**src/hw/rtl/sha256_pkg.sv**
```systemverilog
// Shared types and constants for the SHA-256 byte-stream hasher.
// Holds the round constants, initial hash values, state codes and the
// controller-to-datapath command bundle. No dependencies.
package sha256_pkg;

    localparam int unsigned WORD_W   = 32;
    localparam int unsigned ROUNDS   = 64;
    localparam int unsigned HASH_N   = 8;
    localparam int unsigned WIN_N    = 16;

    localparam logic [WORD_W-1:0] K_ROUND [ROUNDS] = '{
        32'h428a2f98, 32'h71374491, 32'hb5c0fbcf, 32'he9b5dba5,
        32'h3956c25b, 32'h59f111f1, 32'h923f82a4, 32'hab1c5ed5,
        32'hd807aa98, 32'h12835b01, 32'h243185be, 32'h550c7dc3,
        32'h72be5d74, 32'h80deb1fe, 32'h9bdc06a7, 32'hc19bf174,
        32'he49b69c1, 32'hefbe4786, 32'h0fc19dc6, 32'h240ca1cc,
        32'h2de92c6f, 32'h4a7484aa, 32'h5cb0a9dc, 32'h76f988da,
        32'h983e5152, 32'ha831c66d, 32'hb00327c8, 32'hbf597fc7,
        32'hc6e00bf3, 32'hd5a79147, 32'h06ca6351, 32'h14292967,
        32'h27b70a85, 32'h2e1b2138, 32'h4d2c6dfc, 32'h53380d13,
        32'h650a7354, 32'h766a0abb, 32'h81c2c92e, 32'h92722c85,
        32'ha2bfe8a1, 32'ha81a664b, 32'hc24b8b70, 32'hc76c51a3,
        32'hd192e819, 32'hd6990624, 32'hf40e3585, 32'h106aa070,
        32'h19a4c116, 32'h1e376c08, 32'h2748774c, 32'h34b0bcb5,
        32'h391c0cb3, 32'h4ed8aa4a, 32'h5b9cca4f, 32'h682e6ff3,
        32'h748f82ee, 32'h78a5636f, 32'h84c87814, 32'h8cc70208,
        32'h90befffa, 32'ha4506ceb, 32'hbef9a3f7, 32'hc67178f2
    };

    localparam logic [WORD_W-1:0] H_INIT [HASH_N] = '{
        32'h6a09e667, 32'hbb67ae85, 32'h3c6ef372, 32'ha54ff53a,
        32'h510e527f, 32'h9b05688c, 32'h1f83d9ab, 32'h5be0cd19
    };

    localparam logic [7:0] PAD_BYTE = 8'h80;

    // Controller states, one-hot
    typedef enum logic [6:0] {
        ST_IDLE  = 7'b0000001,
        ST_COMP  = 7'b0000010,
        ST_ADD   = 7'b0000100,
        ST_PAD80 = 7'b0001000,
        ST_PADZ  = 7'b0010000,
        ST_LEN   = 7'b0100000,
        ST_OUT   = 7'b1000000
    } t_state;

    // Source of the byte shifted into the schedule window
    typedef enum logic [1:0] {
        SEL_DATA = 2'd0,
        SEL_PAD  = 2'd1,
        SEL_ZERO = 2'd2,
        SEL_LEN  = 2'd3
    } t_byte_sel;

    typedef struct packed {
        logic       shift_en;
        t_byte_sel  byte_sel;
        logic       bits_add;
        logic       bits_shift;
        logic       work_load;
        logic       round_en;
        logic [5:0] round_idx;
        logic       hash_add;
        logic       hash_init;
        logic [2:0] word_idx;
    } t_dp_cmd;

endpackage

```
**src/hw/rtl/sha256_if.sv**
```systemverilog
// Handshake channels of the SHA-256 hasher: message bytes in, digest words out.
// Depends on nothing.
interface sha256_byte_if;
    logic       valid;
    logic       ready;
    logic [7:0] message_byte;
    logic       byte_present;
    logic       end_of_message;

    modport source (output valid, message_byte, byte_present, end_of_message, input ready);
    modport sink   (input valid, message_byte, byte_present, end_of_message, output ready);
endinterface

interface sha256_word_if;
    logic        valid;
    logic        ready;
    logic [31:0] digest_word;
    logic [2:0]  word_index;
    logic        last_word;

    modport source (output valid, digest_word, word_index, last_word, input ready);
    modport sink   (input valid, digest_word, word_index, last_word, output ready);
endinterface

```
**src/hw/rtl/sha256_byte_stream_hasher_core.sv**
```systemverilog
// Top level of the SHA-256 byte-stream hasher: controller plus datapath.
// Uses sha256_pkg, sha256_if, sha256_ctrl and sha256_dp.
//
// Message bytes arrive one beat at a time; a beat may carry no byte, and a
// beat with end_of_message set closes the message. While a block fills, one
// beat is taken per cycle. The 64th byte of a block starts a compression on
// the single round unit: 64 rounds at one per cycle, then an add into the
// chaining words, and no beat is taken meanwhile. Closing a message writes
// the padding and the 64-bit length through the same byte path, one byte per
// cycle up to the end of the block with an idle step before the eight length
// bytes (plus one more block of 64 bytes when fewer than 9 bytes remain),
// with a compression after each block. The digest then leaves as eight
// 32-bit beats, word 0 first, and the hasher returns to the initial hash
// values for the next message.
module sha256_byte_stream_hasher_core (
    input  logic                 i_clk,
    input  logic                 i_rst_n,
    sha256_byte_if.sink          i_in,
    sha256_word_if.source        o_out
);

    sha256_pkg::t_dp_cmd w_cmd;
    logic                w_out_valid;
    logic                w_last_word;
    logic [31:0]         w_digest_word;
    logic                w_in_ready;

    sha256_ctrl u_ctrl (
        .i_clk            (i_clk),
        .i_rst_n          (i_rst_n),
        .i_in_valid       (i_in.valid),
        .i_byte_present   (i_in.byte_present),
        .i_end_of_message (i_in.end_of_message),
        .o_in_ready       (w_in_ready),
        .i_out_ready      (o_out.ready),
        .o_out_valid      (w_out_valid),
        .o_last_word      (w_last_word),
        .o_cmd            (w_cmd)
    );

    sha256_dp u_dp (
        .i_clk          (i_clk),
        .i_rst_n        (i_rst_n),
        .i_cmd          (w_cmd),
        .i_message_byte (i_in.message_byte),
        .o_digest_word  (w_digest_word)
    );

    // Drive the channels
    assign i_in.ready        = w_in_ready;
    assign o_out.valid       = w_out_valid;
    assign o_out.digest_word = w_digest_word;
    assign o_out.word_index  = w_cmd.word_idx;
    assign o_out.last_word   = w_last_word;

endmodule

```
**src/hw/rtl/sha256_dp.sv**
```systemverilog
// Datapath of the SHA-256 hasher: schedule window, round unit, chaining words
// and bit counter. Driven by sha256_ctrl commands; uses sha256_pkg.
module sha256_dp (
    input  logic                 i_clk,
    input  logic                 i_rst_n,
    input  sha256_pkg::t_dp_cmd  i_cmd,
    input  logic [7:0]           i_message_byte,
    output logic [31:0]          o_digest_word
);

    logic [31:0] r_w    [sha256_pkg::WIN_N];
    logic [31:0] r_v    [sha256_pkg::HASH_N];
    logic [31:0] r_hash [sha256_pkg::HASH_N];
    logic [63:0] r_bits;

    logic [7:0]  w_byte;
    logic [31:0] w_new;
    logic [31:0] w_t1;
    logic [31:0] w_t2;

    function automatic logic [31:0] ror(input logic [31:0] x, input int unsigned n);
        ror = (x >> n) | (x << (32 - n));
    endfunction

    // Pick the byte to shift in
    always_comb begin
        case (i_cmd.byte_sel)
            sha256_pkg::SEL_DATA: w_byte = i_message_byte;
            sha256_pkg::SEL_PAD:  w_byte = sha256_pkg::PAD_BYTE;
            sha256_pkg::SEL_ZERO: w_byte = 8'h00;
            sha256_pkg::SEL_LEN:  w_byte = r_bits[63:56];
            default:              w_byte = 8'h00;
        endcase
    end

    // Next schedule word and round sums
    always_comb begin
        w_new = (ror(r_w[14], 17) ^ ror(r_w[14], 19) ^ (r_w[14] >> 10)) + r_w[9]
              + (ror(r_w[1], 7) ^ ror(r_w[1], 18) ^ (r_w[1] >> 3)) + r_w[0];
        w_t1  = r_v[7] + (ror(r_v[4], 6) ^ ror(r_v[4], 11) ^ ror(r_v[4], 25))
              + ((r_v[4] & r_v[5]) ^ (~r_v[4] & r_v[6]))
              + sha256_pkg::K_ROUND[i_cmd.round_idx] + r_w[0];
        w_t2  = (ror(r_v[0], 2) ^ ror(r_v[0], 13) ^ ror(r_v[0], 22))
              + ((r_v[0] & r_v[1]) ^ (r_v[0] & r_v[2]) ^ (r_v[1] & r_v[2]));
    end

    // Shift a byte into the window, or advance it one word per round
    always_ff @(posedge i_clk) begin
        if (i_cmd.shift_en) begin
            for (int i = 0; i < sha256_pkg::WIN_N - 1; i++) begin
                r_w[i] <= {r_w[i][23:0], r_w[i+1][31:24]};
            end
            r_w[sha256_pkg::WIN_N-1] <= {r_w[sha256_pkg::WIN_N-1][23:0], w_byte};
        end else if (i_cmd.round_en) begin
            for (int i = 0; i < sha256_pkg::WIN_N - 1; i++) begin
                r_w[i] <= r_w[i+1];
            end
            r_w[sha256_pkg::WIN_N-1] <= w_new;
        end
    end

    // Working variables: load from chaining words, then one round per cycle
    always_ff @(posedge i_clk) begin
        if (i_cmd.work_load) begin
            for (int i = 0; i < sha256_pkg::HASH_N; i++) begin
                r_v[i] <= r_hash[i];
            end
        end else if (i_cmd.round_en) begin
            r_v[7] <= r_v[6];
            r_v[6] <= r_v[5];
            r_v[5] <= r_v[4];
            r_v[4] <= r_v[3] + w_t1;
            r_v[3] <= r_v[2];
            r_v[2] <= r_v[1];
            r_v[1] <= r_v[0];
            r_v[0] <= w_t1 + w_t2;
        end
    end

    // Chaining words and message bit count
    always_ff @(posedge i_clk) begin
        if (!i_rst_n || i_cmd.hash_init) begin
            for (int i = 0; i < sha256_pkg::HASH_N; i++) begin
                r_hash[i] <= sha256_pkg::H_INIT[i];
            end
            r_bits <= 64'd0;
        end else begin
            if (i_cmd.hash_add) begin
                for (int i = 0; i < sha256_pkg::HASH_N; i++) begin
                    r_hash[i] <= r_hash[i] + r_v[i];
                end
            end
            if (i_cmd.bits_add) begin
                r_bits <= r_bits + 64'd8;
            end else if (i_cmd.bits_shift) begin
                r_bits <= {r_bits[55:0], 8'h00};
            end
        end
    end

    assign o_digest_word = r_hash[i_cmd.word_idx];

endmodule

```
**src/hw/rtl/sha256_ctrl.sv**
```systemverilog
// Controller of the SHA-256 hasher: byte intake, padding sequence, round
// count and digest output. Commands sha256_dp; uses sha256_pkg.
module sha256_ctrl (
    input  logic                 i_clk,
    input  logic                 i_rst_n,
    input  logic                 i_in_valid,
    input  logic                 i_byte_present,
    input  logic                 i_end_of_message,
    output logic                 o_in_ready,
    input  logic                 i_out_ready,
    output logic                 o_out_valid,
    output logic                 o_last_word,
    output sha256_pkg::t_dp_cmd  o_cmd
);

    localparam logic [5:0] CNT_LAST = 6'd63;
    localparam logic [5:0] CNT_LEN  = 6'd56;
    localparam logic [5:0] RND_LAST = 6'd63;
    localparam logic [2:0] IDX_LAST = 3'd7;

    sha256_pkg::t_state r_state, n_state;
    sha256_pkg::t_state r_ret, n_ret;
    logic [5:0] r_cnt, n_cnt;
    logic [5:0] r_round, n_round;
    logic [2:0] r_widx, n_widx;

    // Next-state and command decode
    always_comb begin
        n_state = r_state;
        n_ret   = r_ret;
        n_cnt   = r_cnt;
        n_round = r_round;
        n_widx  = r_widx;
        o_cmd   = '0;
        o_cmd.round_idx = r_round;
        o_cmd.word_idx  = r_widx;
        o_in_ready  = 1'b0;
        o_out_valid = 1'b0;
        case (r_state)
            sha256_pkg::ST_IDLE: begin
                o_in_ready = 1'b1;
                if (i_in_valid) begin
                    if (i_byte_present) begin
                        o_cmd.shift_en = 1'b1;
                        o_cmd.byte_sel = sha256_pkg::SEL_DATA;
                        o_cmd.bits_add = 1'b1;
                        n_cnt = r_cnt + 6'd1;
                        if (r_cnt == CNT_LAST) begin
                            o_cmd.work_load = 1'b1;
                            n_round = '0;
                            n_state = sha256_pkg::ST_COMP;
                            n_ret   = i_end_of_message ? sha256_pkg::ST_PAD80
                                                       : sha256_pkg::ST_IDLE;
                        end else if (i_end_of_message) begin
                            n_state = sha256_pkg::ST_PAD80;
                        end
                    end else if (i_end_of_message) begin
                        n_state = sha256_pkg::ST_PAD80;
                    end
                end
            end
            sha256_pkg::ST_COMP: begin
                o_cmd.round_en = 1'b1;
                n_round = r_round + 6'd1;
                if (r_round == RND_LAST) begin
                    n_state = sha256_pkg::ST_ADD;
                end
            end
            sha256_pkg::ST_ADD: begin
                o_cmd.hash_add = 1'b1;
                n_widx  = '0;
                n_state = r_ret;
            end
            sha256_pkg::ST_PAD80: begin
                o_cmd.shift_en = 1'b1;
                o_cmd.byte_sel = sha256_pkg::SEL_PAD;
                n_cnt   = r_cnt + 6'd1;
                n_state = sha256_pkg::ST_PADZ;
                if (r_cnt == CNT_LAST) begin
                    o_cmd.work_load = 1'b1;
                    n_round = '0;
                    n_state = sha256_pkg::ST_COMP;
                    n_ret   = sha256_pkg::ST_PADZ;
                end
            end
            sha256_pkg::ST_PADZ: begin
                if (r_cnt == CNT_LEN) begin
                    n_state = sha256_pkg::ST_LEN;
                end else begin
                    o_cmd.shift_en = 1'b1;
                    o_cmd.byte_sel = sha256_pkg::SEL_ZERO;
                    n_cnt = r_cnt + 6'd1;
                    if (r_cnt == CNT_LAST) begin
                        o_cmd.work_load = 1'b1;
                        n_round = '0;
                        n_state = sha256_pkg::ST_COMP;
                        n_ret   = sha256_pkg::ST_PADZ;
                    end
                end
            end
            sha256_pkg::ST_LEN: begin
                o_cmd.shift_en   = 1'b1;
                o_cmd.byte_sel   = sha256_pkg::SEL_LEN;
                o_cmd.bits_shift = 1'b1;
                n_cnt = r_cnt + 6'd1;
                if (r_cnt == CNT_LAST) begin
                    o_cmd.work_load = 1'b1;
                    n_round = '0;
                    n_state = sha256_pkg::ST_COMP;
                    n_ret   = sha256_pkg::ST_OUT;
                end
            end
            sha256_pkg::ST_OUT: begin
                o_out_valid = 1'b1;
                if (i_out_ready) begin
                    if (r_widx == IDX_LAST) begin
                        o_cmd.hash_init = 1'b1;
                        n_cnt   = '0;
                        n_state = sha256_pkg::ST_IDLE;
                    end else begin
                        n_widx = r_widx + 3'd1;
                    end
                end
            end
            default: begin
                n_state = sha256_pkg::ST_IDLE;
            end
        endcase
    end

    assign o_last_word = (r_widx == IDX_LAST);

    // Hold control state
    always_ff @(posedge i_clk) begin
        if (!i_rst_n) begin
            r_state <= sha256_pkg::ST_IDLE;
            r_ret   <= sha256_pkg::ST_IDLE;
            r_cnt   <= '0;
            r_round <= '0;
            r_widx  <= '0;
        end else begin
            r_state <= n_state;
            r_ret   <= n_ret;
            r_cnt   <= n_cnt;
            r_round <= n_round;
            r_widx  <= n_widx;
        end
    end

`ifndef ASSERT_OFF
    a_comp_starts_at_round0: assert property (@(posedge i_clk) disable iff (!i_rst_n)
        o_cmd.work_load |=> (r_state == sha256_pkg::ST_COMP && r_round == 6'd0))
        else $error("compression did not start at round zero");

    a_len_in_tail: assert property (@(posedge i_clk) disable iff (!i_rst_n)
        (r_state == sha256_pkg::ST_LEN) |-> (r_cnt >= CNT_LEN))
        else $error("length bytes placed before byte 56");

    a_out_starts_at_word0: assert property (@(posedge i_clk) disable iff (!i_rst_n)
        (r_state == sha256_pkg::ST_OUT && $past(r_state) == sha256_pkg::ST_ADD)
            |-> (r_widx == 3'd0))
        else $error("digest output did not start at word zero");

    a_digest_ends_in_idle: assert property (@(posedge i_clk) disable iff (!i_rst_n)
        o_cmd.hash_init |=> (r_state == sha256_pkg::ST_IDLE && r_cnt == 6'd0))
        else $error("hasher not idle after last digest word");
`endif

endmodule
```
**src/flat_wrapper.sv**
```systemverilog
// flat-port wrapper written by rule: the top's interface ports become plain ports
module sha256_byte_stream_hasher_core_flat 
  (i_clk, i_rst_n, i_in_valid, i_in_message_byte, i_in_byte_present, i_in_end_of_message, i_in_ready, o_out_valid, o_out_digest_word, o_out_word_index, o_out_last_word, o_out_ready);
  sha256_byte_if i_in_i ();
  sha256_word_if o_out_i ();
  input  logic i_clk;
  input  logic i_rst_n;
  input wire logic [$bits(i_in_i.valid)-1:0] i_in_valid;
  input wire logic [$bits(i_in_i.message_byte)-1:0] i_in_message_byte;
  input wire logic [$bits(i_in_i.byte_present)-1:0] i_in_byte_present;
  input wire logic [$bits(i_in_i.end_of_message)-1:0] i_in_end_of_message;
  output wire logic [$bits(i_in_i.ready)-1:0] i_in_ready;
  output wire logic [$bits(o_out_i.valid)-1:0] o_out_valid;
  output wire logic [$bits(o_out_i.digest_word)-1:0] o_out_digest_word;
  output wire logic [$bits(o_out_i.word_index)-1:0] o_out_word_index;
  output wire logic [$bits(o_out_i.last_word)-1:0] o_out_last_word;
  input wire logic [$bits(o_out_i.ready)-1:0] o_out_ready;
  assign i_in_i.valid = i_in_valid;
  assign i_in_i.message_byte = i_in_message_byte;
  assign i_in_i.byte_present = i_in_byte_present;
  assign i_in_i.end_of_message = i_in_end_of_message;
  assign i_in_ready = i_in_i.ready;
  assign o_out_valid = o_out_i.valid;
  assign o_out_digest_word = o_out_i.digest_word;
  assign o_out_word_index = o_out_i.word_index;
  assign o_out_last_word = o_out_i.last_word;
  assign o_out_i.ready = o_out_ready;
  sha256_byte_stream_hasher_core u_core (.i_clk(i_clk), .i_rst_n(i_rst_n), .i_in(i_in_i), .o_out(o_out_i));
endmodule
```
**config.mk**
```make
export PLATFORM = sky130hd
export DESIGN_NAME = sha256_byte_stream_hasher_core_flat
export DESIGN_NICKNAME = d
export VERILOG_FILES = /design/src/hw/rtl/sha256_pkg.sv /design/src/hw/rtl/sha256_if.sv /design/src/hw/rtl/sha256_byte_stream_hasher_core.sv /design/src/hw/rtl/sha256_dp.sv /design/src/hw/rtl/sha256_ctrl.sv /design/src/flat_wrapper.sv
export SDC_FILE = /design/constraint.sdc
export NUM_CORES = 2
export LEC_CHECK = 0
export BUFFER_PORTS_ARGS = -buffer_cell sky130_fd_sc_hd__buf_2
export CORE_MARGIN = 2
export CORE_UTILIZATION = 51
export CTS_CLUSTER_DIAMETER = 60
export DETAILED_ROUTE_END_ITERATION = 10
export PLACE_DENSITY = 0.66
export SLEW_MARGIN = 20
export SYNTH_ARGS = -nofsm -noshare
export SYNTH_HDL_FRONTEND = slang
export SYNTH_HIERARCHICAL = 1
export SYNTH_SLANG_ARGS = --single-unit
```
**constraint.sdc**
```tcl
create_clock -name i_clk -period 12.7 [get_ports i_clk]
set_clock_uncertainty 0.2 [all_clocks]
set_input_delay 0.635 -clock i_clk [delete_from_list [all_inputs] [get_ports i_clk]]
set_output_delay 0.635 -clock i_clk [all_outputs]
set_load 0.02 [all_outputs]
```
After elaboration in Yosys (flattened, before gate mapping)

Memories as Yosys holds them, arrays and structs flattened. A register that Yosys moved wholly into a read port is not among the register bits.
Index checks and enable logic that the tools add are counted.

Register bits: 93
Memory bits (writable): 1024
Bits in read-only memories: 2048
Output and inout bits: 38
Memories: 4

Add/sub/neg operators: 22
$lt $le $gt $ge: 1
Eq/ne operators: 23
Mux-type cells: 104
Bitwise gates (word level): 60
Reduce and logical (&&, ||, !) cells: 14

Memories:

| name               | words | width | rd ports | clocked after memory_dff | wr ports | line            | source |
|---|---|---|---|---|---|---|---|
| (no name shown)    | 64    | 32    | 1        | 0                        | 0        | sha256_dp.sv:42 | `+ sha256_pkg::K_ROUND[i_cmd.round_idx] + r_w[0];` |
| u_core.u_dp.r_w    | 16    | 32    | 16       | 0                        | 16       | sha256_dp.sv:11 | `logic [31:0] r_w [sha256_pkg::WIN_N];` |
| u_core.u_dp.r_hash | 8     | 32    | 9        | 1                        | 8        | sha256_dp.sv:13 | `logic [31:0] r_hash [sha256_pkg::HASH_N];` |
| u_core.u_dp.r_v    | 8     | 32    | 8        | 0                        | 8        | sha256_dp.sv:12 | `logic [31:0] r_v [sha256_pkg::HASH_N];` |

Operators with widths:

| kind                  | number |
|---|---|
| $mux 32               | 34 |
| $add 32x32->32        | 18 |
| $xor 32x32->32        | 9 |
| $and 32x32->32        | 5 |
| $mux 64               | 2 |
| $mux 7                | 15 |
| $add 64x4->64 const B | 1 |
| $mux 6                | 9 |
| $pmux 7 s7            | 1 |
| $pmux 6 s4            | 2 |
| $not 32->32           | 1 |
| $or 1x1->1            | 32 |
| $or 10x32->32         | 1 |
| $or 13x32->32         | 1 |
| $or 14x32->32         | 1 |
| $or 15x32->32         | 1 |
| $or 19x32->32         | 1 |
| $or 21x32->32         | 1 |
| $or 25x32->32         | 1 |
| $or 26x32->32         | 1 |
| $or 30x32->32         | 1 |
| $or 7x32->32          | 1 |
| $pmux 8 s4            | 1 |
| $xor 32x22->32        | 1 |
| other kinds (34)      | 83 |

Logic depth before layout (Yosys ltp)

An unclocked memory read counts as a cell.

Depth after elaboration: 10
Gate-level depth with buffers: 42
Depth with buffers taken out: 40

Hierarchy

Netlist, hierarchy kept.

By module, submodules not included:

| module      | instances | cells each | area an instance (µm²) |
|---|---|---|---|
| sha256_dp   | 1         | 6772       | 73061.3 |
| sha256_ctrl | 1         | 200        | 1620.3 |

Worst setup path after synthesis

Ideal clock, no wire load.

Path type: register to register
From: register u_core.u_ctrl.r_state[0]
To: memory u_core.u_dp.r_w[0][0] (enable)
Setup time: 667 ps
Data arrival time: 8399 ps
Required time: 11833 ps
Slack: 3434 ps
Cell stages (with the launch flop): 10
Cell sequence: dfxtp_1 -> clkbuf_2 -> or3_1 -> a2111oi_2 -> nor4_1 -> inv_1 -> clkbuf_1 -> clkbuf_1 -> clkbuf_1 -> or2_2

RTL lines:

| item                   | line               | source |
|---|---|---|
| start, declared        | sha256_ctrl.sv:21  | `sha256_pkg::t_state r_state, n_state;` |
| start signal, assigned | sha256_ctrl.sv:136 | `r_state <= sha256_pkg::ST_IDLE;` |
| start signal, assigned | sha256_ctrl.sv:142 | `r_state <= n_state;` |
| end, declared          | sha256_dp.sv:11    |  |

==> key figures <==
Route
  • Initial drt markers: 4896
  • DRT Pass-1 Iters: 6
  • Met3 wire len: 13.46 mm
  • DRC: 0
  • Top layer in use: met4
  • Via count: roughly 55000
  • Final wirelength: 216.2 mm
  • Via/cell ratio: 6.115
  • Met2 WL post-DR: 102.3 mm
  • Drt wl/cell: 24.24 µm
  • ANT nets after route: 0
  • Wl on met1: approximately 90 mm

STA
  • Worst slew pin tran: 1209 ps
  • RSZ-0062 raised after global routing: no
  • Setup violators final: 0
  • Setup TNS: 0 ps
  • Max_slew headroom: 0.1735
  • F_max: between 90 and 100 MHz
  • Min setup slack post-route: 1709 ps
  • Hold Fails Final Rpt: 0
  • Final period utilization: 0.8654
  • Fin. max-slew vios: 0
  • Period minus WS final: 10990 ps

Outcome
  • Status: finished, final reports clean

Clock tree
  • CTS Hold Bufs: 2
  • Htree depth: 4
  • Clock Path Buffers: 3
  • Num CTS Buffers: 141
  • CTS tree: yes
  • Post-CTS Resized: 0
  • Clk sinks: between 1000 and 1500
  • Clock Pin Slew Worst Setup and Hold Paths: 60 ps
  • Root buf cell: clkbuf_16
  • Post-CTS Setup Inserts: 0
  • Worst skew pair latency: ~790 ps

Global route
  • Largest net degree at the start of global routing: 181
  • Vias in the first global route: 53620
  • Grt ovf: 0
  • Global-route wire length before repair: 325.3 mm
  • Tot GR Track Use: 0.2834
  • Initial antenna violation count: 3

Worst setup path
  • Max FO, Critical Path: 19
  • Critical path launch point type: flip-flop
  • CP max-delay cell: dfxtp_1
  • Reg2Reg Setup Slack: about 1700 ps
  • RR Startpoint: u_core/u_ctrl/r_round[1]
  • Most used cell, CP: fa_1
  • Req. time, crit path: 12990 ps
  • CP endpoint kind: flip-flop
  • Crit Path Category: flip-flop to flip-flop
  • Worst R2R End: u_core/u_dp/r_v[0][29]
  • Largest stage delay on the critical path: between 700 and 800 ps
  • Worst Reg-to-Reg Cells: 39
  • Critical Path AT: ~11000 ps

Logic synthesis
  • Synthesized instance count: 6972
  • FFs w/ async S/R, synth: 0
  • Ranking of synthesized cells by area: edfxtp_1, mux2_2, ha_1
  • Post-Syn Nets: about 7600
  • Synthesized area per cell: 10.71 µm²
  • Synth top area share: 0.4117
  • Netlist cell types: 96
  • Post-synthesis sequential area ratio: 0.4351
  • Cell taking the most area after synthesis: edfxtp_1
  • Flops & latches, synth: 1111
  • Post-Syn Area: 0.07468 mm²
  • Yosys Warn Count: 6
  • Post-synth EDFFs: 1024
  • Main flop type after synthesis: edfxtp_1

Min path
  • Hold Path Origin: i_in_byte_present
  • Hold Crit Endpoint: u_core/u_ctrl/r_state[3]
  • Worst hold path class: input port to flip-flop
  • Hold depth: 4

Job
  • Max Cap Violations: 0

Final layout
  • Share of cells above drive strength 1: 0.1419
  • Final Non-Filler Cells: 8920
  • # diodes: 0
  • Final-layout fill cell count: 12390
  • Area growth syn-to-layout: 8.757%
  • Final-stage net count: 7492

Power and ir drop
  • LEAKAGE: 0.03043 µW
  • Power consumption: about 12000 µW
  • VDD IR max: 149.3 µV
  • PD cells: 144.2 mW/mm²

Floorplanning
  • Die Area: 0.1495 mm²
  • Core Region: 0.1456 mm²
  • Row cnt: 140
  • Io pins: between 50 and 60
  • Die width: 386.7 µm
  • Die height: 386.7 µm
  • Starting Density: 0.5130

Placement
  • GPL Wtd Cong: between 0.9 and 1
  • Setup WS pre-CTS: a little under 2000 ps
  • Port bufs: 51
  • Hpwl dp: 159.4 mm
  • Cell count after placement: 8663
[power breakdown]
part           internal (µW)  switching, µW
registers               4360            211
clock network           2320           1660
logic                   1330           1830
total                   8010           3700
[final cells by class]
class                           count  area, µm²  share of cell area
Tap cell                         1917       2399             0.02953
Multi-Input combinational cell   5209      39790              0.4899
Sequential cell                  1111      32510              0.4002
Inverter                          320       1209             0.01488
Clock inverter                     79      815.8             0.01004
Clock buffer                      176       3745             0.04611
Timing Repair Buffer              108      754.5            0.009289
[per-stage QoR]
step / instance area (µm²) / utilization / hold slack, ps
after floorplan: 74680 / - / 237.8
after global placement: 76630 / 0.5264 / 249.0
after detailed placement: 76630 / 0.5264 / 263.3
after CTS: 81210 / 0.5579 / 25.24
after global routing: 81220 / 0.5580 / 91.65
final: 81220 / 0.5580 / 83.66
[cells by family (layout without fill, tap and decap cells)]
group           Yosys count  count (layout)  share of synthesized area
simple gates           1930            1930                     0.1138
compound gates         1493            1493                     0.1286
flops                  1111            1111                     0.4351
buf+inv                 652             683                    0.03306
mux                     621             621                     0.1037
fa+ha+maj               591             591                     0.1185
xor+xnor                574             574                    0.06732
[worst max-delay path, delay by kind of cell, from the launching register on]
kind,cells,cell delay (ps)
fa+ha+maj,8,3510
flops,1,780
compound gates,16,3120
simple gates,8,1730
xor+xnor,2,480
buf+inv,5,860
[synth_stat cells (69+ instances only)]
cell,count
a21o_1,217
a21oi_1,374
clkbuf_1,294
dfxtp_1,87
edfxtp_1,1024
fa_1,195
ha_1,392
inv_1,314
mux2_2,531
mux4_2,69
nand2_1,1020
nand2b_1,83
nand3_1,99
nor2_1,360
nor3_1,76
o21ai_0,385
xnor2_1,369
xor2_1,205
[placed cells by master, fill, tap and decap left out, types with 26 or more instances in the layout]
master and count:
a31oi_1 51, dfxtp_1 80, mux4_2 69, o211ai_1 33
a211oi_1 63, o21bai_1 31, mux2_2 531, nand4_1 37
nor2b_1 60, o21ai_0 385, nor3_1 76, fa_1 195
nand2b_1 80, xor2_1 205, ha_1 392, a21oi_1 374
a21o_1 217, nor2_1 360, buf_2 51, and3_1 52
nand2_1 1019, nand3_1 99, edfxtp_1 1024, xnor2_1 369
or3_1 30, clkinv_1 26, buf_4 49, o21a_1 68
inv_1 312, a311oi_1 35, clkbuf_1 31, clkbuf_16 145
[state kept, by name (all words and copies together), names as in the netlist]
signal / cells
u_core/u_dp/r_bits: 61
u_core/u_ctrl/r_ret: 4
u_core/u_ctrl/r_cnt: 6
u_core/u_dp/r_v: 256
u_core/u_ctrl/r_round: 6
u_core/u_ctrl/r_state: 7
u_core/u_ctrl/r_widx: 3
u_core/u_dp/r_w: 512
u_core/u_dp/r_hash: 256
[how the worst max path moves through the flow]
stage                             startpoint                     end  slack, ps  depth (start not counted)
finish              u_core/u_ctrl/r_round[1]  u_core/u_dp/r_v[0][29]       1710                         39
global route        u_core/u_ctrl/r_round[1]  u_core/u_dp/r_v[0][31]       1140                         39
CTS                 u_core/u_ctrl/r_round[1]  u_core/u_dp/r_v[0][29]       1950                         39
detailed placement  u_core/u_ctrl/r_round[1]  u_core/u_dp/r_v[0][29]       1980                         39
global placement    u_core/u_ctrl/r_round[1]  u_core/u_dp/r_v[0][29]       2090                         39
floorplan           u_core/u_ctrl/r_state[0]   u_core/u_dp/r_w[0][0]       3430                          9
[routing by layer]
metal	global-route usage	up-vias
met5	0	-
met3	0.03907	428
met1	0.3744	27090
met4	0.1217	0
met2	0.4675	1909
li1	-	25120
Note: power is estimated with default switching activity, not from simulation.
